$ cat config.mk
export PLATFORM = sky130hd
export DESIGN_NAME = alu_16_op_with_flags
export DESIGN_NICKNAME = d
export VERILOG_FILES = /design/src/alu16_pkg.sv /design/src/alu16_core.sv /design/src/alu_16_op_with_flags.sv
export SDC_FILE = /design/constraint.sdc
export NUM_CORES = 1
export LEC_CHECK = 0
export BUFFER_PORTS_ARGS = -buffer_cell sky130_fd_sc_hd__buf_2
export CORE_UTILIZATION = 30
export CTS_BUF_LIST = sky130_fd_sc_hd__clkbuf_8
export CTS_CLUSTER_DIAMETER = 150
export DETAILED_ROUTE_END_ITERATION = 7
export HOLD_SLACK_MARGIN = 0.12
export PLACE_DENSITY_LB_ADDON = 0.3
export SYNTH_ARGS = -nofsm -noshare
export SYNTH_HDL_FRONTEND = slang
export SYNTH_HIERARCHICAL = 1
export SYNTH_SLANG_ARGS = --single-unit
$ cat constraint.sdc
create_clock -name clk -period 3.9 [get_ports clk]
set_input_delay 0 -clock clk [delete_from_list [all_inputs] [get_ports clk]]
set_output_delay 0 -clock clk [all_outputs]
set_load 0.05 [all_outputs]
$ cat src/alu16_pkg.sv
// Package for the 16-opcode ALU: opcode encoding, flag bundle and I/O width.
package alu16_pkg;

    localparam int IO_BITS = 16;

    typedef enum logic [3:0] {
        OP_ADD  = 4'd0,
        OP_SUB  = 4'd1,
        OP_AND  = 4'd2,
        OP_OR   = 4'd3,
        OP_XOR  = 4'd4,
        OP_NAND = 4'd5,
        OP_NOR  = 4'd6,
        OP_NOTA = 4'd7,
        OP_PASSA = 4'd8,
        OP_PASSB = 4'd9,
        OP_SHL  = 4'd10,
        OP_SHR  = 4'd11,
        OP_ROL  = 4'd12,
        OP_ROR  = 4'd13,
        OP_CMP  = 4'd14,
        OP_SYS  = 4'd15
    } opcode_t;

    typedef struct packed {
        logic zero;
        logic carry;
        logic overflow;
    } flags_t;

endpackage

$ cat src/alu16_core.sv
// Combinational ALU datapath: adder, logic unit, one-bit shifter and flags.
module alu16_core #(
    parameter int WORD_BITS = 16
) (
    input  logic [WORD_BITS-1:0] a,
    input  logic [WORD_BITS-1:0] b,
    input  alu16_pkg::opcode_t   op,
    output logic [WORD_BITS-1:0] res,
    output alu16_pkg::flags_t    flags
);
    import alu16_pkg::*;

    logic                 is_sub;
    logic [WORD_BITS-1:0] b_eff;
    logic [WORD_BITS:0]   sum_full;
    logic [WORD_BITS-1:0] sum;
    logic                 cout;
    logic                 c_msb;
    logic                 add_ovf;

    // subtract and compare share the adder: A + ~B + 1
    assign is_sub   = (op == OP_SUB) || (op == OP_CMP);
    assign b_eff    = is_sub ? ~b : b;
    assign sum_full = {1'b0, a} + {1'b0, b_eff} + {{WORD_BITS{1'b0}}, is_sub};
    assign sum      = sum_full[WORD_BITS-1:0];
    assign cout     = sum_full[WORD_BITS];
    assign c_msb    = a[WORD_BITS-1] ^ b_eff[WORD_BITS-1] ^ sum[WORD_BITS-1];
    assign add_ovf  = c_msb ^ cout;

    always_comb
    begin
        res            = '0;
        flags.carry    = 1'b0;
        flags.overflow = 1'b0;
        case (op)
            OP_ADD:
            begin
                res            = sum;
                flags.carry    = cout;
                flags.overflow = add_ovf;
            end
            OP_SUB:
            begin
                res            = sum;
                flags.carry    = ~cout;
                flags.overflow = add_ovf;
            end
            OP_AND:   res = a & b;
            OP_OR:    res = a | b;
            OP_XOR:   res = a ^ b;
            OP_NAND:  res = ~(a & b);
            OP_NOR:   res = ~(a | b);
            OP_NOTA:  res = ~a;
            OP_PASSA: res = a;
            OP_PASSB: res = b;
            OP_SHL:
            begin
                res         = {a[WORD_BITS-2:0], 1'b0};
                flags.carry = a[WORD_BITS-1];
            end
            OP_SHR:
            begin
                res         = {1'b0, a[WORD_BITS-1:1]};
                flags.carry = a[0];
            end
            OP_ROL:
            begin
                res         = {a[WORD_BITS-2:0], a[WORD_BITS-1]};
                flags.carry = a[WORD_BITS-1];
            end
            OP_ROR:
            begin
                res         = {a[0], a[WORD_BITS-1:1]};
                flags.carry = a[0];
            end
            OP_CMP:
            begin
                res            = '0;
                flags.carry    = ~cout;
                flags.overflow = add_ovf;
            end
            default:
            begin
                res = '0;
            end
        endcase
        // compare takes its zero flag from the difference
        flags.zero = (op == OP_CMP) ? (sum == '0) : (res == '0);
    end

endmodule

$ cat src/alu_16_op_with_flags.sv
// Top level: two-stage registered ALU with valid/ready request channels.
//
//   channel | direction | handshake             | payload
//   --------+-----------+-----------------------+--------------------------------------
//   in      | input     | in_valid / in_ready   | operand_a, operand_b, operation
//   out     | output    | out_valid / out_ready | result_word, zero_flag, carry_flag,
//           |           |                       | overflow_flag
//
// One request per cycle sustained while out_ready stays high; a request passes the input
// register, then the result register, and out_valid rises once the result register loads.
// Reset clears both stage valid bits; payload registers are not reset.
// A stalled out stage holds its result; the input stage keeps accepting until both
// stages are full and out_ready is low, then in_ready drops.
module alu_16_op_with_flags #(
    parameter int WORD_BITS = 16
) (
    input  logic                         clk,
    input  logic                         rst_n,
    input  logic                         in_valid,
    output logic                         in_ready,
    input  logic [alu16_pkg::IO_BITS-1:0] operand_a,
    input  logic [alu16_pkg::IO_BITS-1:0] operand_b,
    input  logic [3:0]                   operation,
    output logic                         out_valid,
    input  logic                         out_ready,
    output logic [alu16_pkg::IO_BITS-1:0] result_word,
    output logic                         zero_flag,
    output logic                         carry_flag,
    output logic                         overflow_flag
);
    import alu16_pkg::*;

    localparam int EXT_BITS = (WORD_BITS > IO_BITS) ? WORD_BITS : IO_BITS;

    logic [EXT_BITS-1:0]  a_ext;
    logic [EXT_BITS-1:0]  b_ext;
    logic [EXT_BITS-1:0]  res_ext;

    logic                 s1_valid_reg;
    logic                 s1_valid_next;
    logic [WORD_BITS-1:0] s1_a_reg;
    logic [WORD_BITS-1:0] s1_b_reg;
    opcode_t              s1_op_reg;
    logic                 s1_adv;

    logic                 s2_valid_reg;
    logic                 s2_valid_next;
    logic [WORD_BITS-1:0] s2_res_reg;
    flags_t               s2_flags_reg;

    logic [WORD_BITS-1:0] alu_res;
    flags_t               core_flags;

    assign a_ext = EXT_BITS'(operand_a);
    assign b_ext = EXT_BITS'(operand_b);

    assign s1_adv        = s1_valid_reg && (!s2_valid_reg || out_ready);
    assign in_ready      = !s1_valid_reg || s1_adv;
    assign s1_valid_next = (in_valid && in_ready) || (s1_valid_reg && !s1_adv);
    assign s2_valid_next = s1_adv || (s2_valid_reg && !out_ready);

    always_ff @(posedge clk or negedge rst_n)
    begin
        if (!rst_n)
        begin
            s1_valid_reg <= 1'b0;
            s2_valid_reg <= 1'b0;
        end
        else
        begin
            s1_valid_reg <= s1_valid_next;
            s2_valid_reg <= s2_valid_next;
        end
    end

    always_ff @(posedge clk)
    begin
        if (in_valid && in_ready)
        begin
            s1_a_reg  <= a_ext[WORD_BITS-1:0];
            s1_b_reg  <= b_ext[WORD_BITS-1:0];
            s1_op_reg <= opcode_t'(operation);
        end
        if (s1_adv)
        begin
            s2_res_reg   <= alu_res;
            s2_flags_reg <= core_flags;
        end
    end

    alu16_core #(
        .WORD_BITS (WORD_BITS)
    ) u_core (
        .a     (s1_a_reg),
        .b     (s1_b_reg),
        .op    (s1_op_reg),
        .res   (alu_res),
        .flags (core_flags)
    );

    assign res_ext       = EXT_BITS'(s2_res_reg);
    assign result_word   = res_ext[IO_BITS-1:0];
    assign zero_flag     = s2_flags_reg.zero;
    assign carry_flag    = s2_flags_reg.carry;
    assign overflow_flag = s2_flags_reg.overflow;
    assign out_valid     = s2_valid_reg;

`ifndef SYNTHESIS
    a_adv_fills_out: assert property (@(posedge clk) disable iff (!rst_n)
        s1_adv |=> s2_valid_reg)
        else $error("advanced request did not reach the result stage");

    a_empty_out_ready_in: assert property (@(posedge clk) disable iff (!rst_n)
        !s2_valid_reg |-> in_ready)
        else $error("input stalled while result stage empty");

    a_stalled_s1_holds: assert property (@(posedge clk) disable iff (!rst_n)
        (s1_valid_reg && !s1_adv) |=> (s1_valid_reg && $stable(s1_op_reg)))
        else $error("stalled input stage lost its request");
`endif

endmodule

==> impl_metrics.py <==
metrics = {
    "outcome": {
        "outcome": "finished with violations",
        "violations": "setup timing",
    },
    "timing": {
        "fin_crit_sh_pct": 101,
        "period_minus_slack_ns": 3.93,
        "fin_ws_ns": -0.0301,
        "rsz0062_at_grt": "true",
        "hold_viol": 0,
        "finClkSkew_ns": 0.00562,
        "tns_ns": -0.0301,
        "final-max-slew-violation-count": 0,
        "fmax_ghz": 0.254,
        "holdWs_ns": 0.339,
        "setup_viol": 1,
        "worst_pin_slew_ns": 0.941,
        "relSlewSlack_pct": 37.1,
    },
    "layout": {
        "register_area_sq_mm": 0.00170,
        "nets": 810,
        "diodes": 0,
        "drive_gt1_share_pct": 24.6,
        "multiInputGateArea_sq_mm": 0.00348,
        "area_delta_synth_final_pct": 30.2,
        "nFillCells": 1730,
    },
    "placed_design": {
        "pre_cts_ws_ns": -0.402,
        "gp_congestion": 0.946,
        "port_buffers": 60,
        "dp.final_hpwl_mm": 12.9,
    },
    "grt": {
        "grt_pass1_vias": 4881,
        "grt_max_degree": 54,
        "grt_overflow_total": 0,
        "grt_usage_pct": 19.5,
        "antenna_found_initial": 0,
        "grt_pass1_wl_mm": 27.0,
    },
    "worst_setup_path": {
        "arrival_ns": 4.17,
        "r2r_cells": 14,
        "crit_slowest_cell": "or4b_4",
        "endpoint": "zero_flag",
        "r2r-end": "zero_flag",
        "worstPathRequired_ns": 4.14,
        "cp_max_fo": 7,
        "critPathKind": "flip-flop to flip-flop",
        "worst-r2r-setup-slack_ns": -0.03,
        "setup.worst_path.start": "s1_op_reg[1]",
        "cpPeakStageDelay_ns": 0.56,
        "end_kind": "flip-flop",
        "r2r-start": "s1_op_reg[1]",
        "path_cells": "or4b_4 > and2_4 > buf_4 > buf_4 > xnor2_1 > ha_1 > a21o_1 > or2_2 > a31o_4 > xor2_1 > a211o_1 > nand4b_1 > nor4b_2 > a21o_1",
        "critPathLaunchType": "flip-flop",
    },
    "yosys": {
        "syn-cell-area_sq_mm": 0.00535,
        "ys.flop_type": "edfxtp_1",
        "synth_nets": 669,
        "ys_ff_latch": 57,
        "synthArstFlopShare_pct": 3.51,
        "synth_most_common_cell": "edfxtp_1",
        "synth.area.top_cells": "edfxtp_1 (31%), ha_1 (11%), mux2i_1 (4.1%), xnor2_1 (3.4%), nand2_1 (3.3%)",
        "synth_top_area_share_pct": 30.9,
        "synth_cells": 579,
        "synthTopCellsByCount": "edfxtp_1 (55), ha_1 (49), nand2_1 (47), inv_1 (37)",
        "synth_cell_type_count": 73,
        "synth_area_per_cell_sq_um": 9.24,
        "synth-edff-count": 55,
        "yosys_warnings": 6,
        "synth_top_area_cell": "edfxtp_1",
        "ys_seq_area_share_pct": 31.8,
    },
    "die": {
        "num_rows": 48,
        "dieWidth_microns": 136,
        "start_util_pct": 30.8,
        "dieArea_sq_mm": 0.0184,
        "fp.coreArea_sq_mm": 0.0174,
        "die_h_microns": 136,
        "ios": 61,
    },
    "power_and_ir_drop": {
        "p_switching_uw": 859,
        "switching_share_pct": 38.2,
        "p_leak_nw": 3.00,
        "seq_power_share_pct": 35.1,
        "internal-power_mw": 1.39,
        "clockPowerShare_pct": 20.3,
        "power_frac_comb_pct": 44.6,
        "p_per_area_mw_per_mm2": 323,
        "ir_worst_vdd_v": 0.000156,
    },
    "clocking": {
        "cts.sinks": 57,
        "clock_latency_ns": 0.36,
        "htreeDepth": 3,
        "clk_pin_slew_ns": 0.06,
        "cts_tree": "built",
        "cts-root-buf": "clkbuf_8",
        "cts_max_path_buffers": 2,
        "cts_buffers": 9,
    },
    "worst_hold_path": {
        "hp-start": "operation[3]",
        "hold_class": "input port to flip-flop",
    },
    "routing": {
        "wl_per_cell_microns": 18.1,
        "drt_iter0_drc": 578,
        "drc": 0,
        "dr.pass1.iters": 5,
        "vias": 5138,
        "ant_nets": 0,
        "via_per_inst": 5.41,
        "drt-total-wl_mm": 17.2,
    },
    "flow_run": {
        "cap_violations": 0,
    },
}
[power groups by stage]
stage,combinational (mW),clock [mW],sequential (mW)
after floorplan,0.522,0,0.873
after global placement,0.898,0,0.801
after detailed placement,0.906,0,0.801
after CTS,0.983,0.479,0.788
after global routing,1.08,0.499,0.795
final,1.00,0.455,0.790
[layer usage]
layer,vias up,GRT usage (%),wire length [microns]
li1,2465,-,-
met1,2443,28.1,8260
met2,201,28.9,7550
met3,29,3.70,1040
met4,0,6.93,364
met5,-,0,0
[critical path: cells and delay by family, from the launching register on]
family | cells | cell delay (ns)
compound gates | 4 | 0.88
xor+xnor | 2 | 0.28
fa+ha+maj | 1 | 0.34
buf+inv | 2 | 0.35
flops | 1 | 0.41
simple gates | 5 | 1.53
[worst min path at each step]
stage	end	slack (ns)	cells after the start
finish	s1_op_reg[3]	0.34	2
CTS	s1_op_reg[0]	0.32	2
global route	s1_a_reg[6]	0.32	2
detailed placement	s1_valid_reg	-0.21	1
floorplan	out_valid	-0.30	0
global placement	out_valid	-0.22	1
[logic make-up after synthesis]
group | Yosys count | share of synthesized area (%)
flops | 57 | 31.8
compound gates | 165 | 22.8
fa+ha+maj | 50 | 11.8
mux | 28 | 5.38
simple gates | 180 | 18.5
xor+xnor | 24 | 3.93
buf+inv | 75 | 5.71
[per-stage QoR]
stage               cell area [sq um]  cells  util (%)  total power [mW]
CTS                              6940    949      40.0              2.25
global placement                 6250    889      36.0              1.70
detailed placement               6250    889      36.0              1.71
floorplan                        5370    579         -              1.39
finish                           6960    949      40.1              2.25
global route                     6960    949      40.1              2.37
[cell type report]
cell class,count,area share (%)
clock inverter,6,0.395
multi-input combinational,447,49.9
tap,225,4.04
timing repair buffer,167,17.4
clock buffer,9,1.78
sequential,57,24.4
inverter,38,2.05
[cell usage in the layout, fill, tap and decap left out, types with 18 or more instances in the layout]
cell,count
nor2_1,32
a21oi_1,31
nand2_1,47
xnor2_1,18
o21ai_0,19
ha_1,49
buf_2,60
dlygate4sd3_1,41
edfxtp_1,55
mux2i_1,21
buf_4,65
inv_1,38
[timing repair]
item                                   CTS  global route
pin swaps                               11             3
buffers inserted                         5             0
gates resized for setup                 18             6
setup endpoints to repair                1             3
hold buffers                            41             0
endpoints found under the hold margin   40             0
Power figures use the tool's default switching activity.
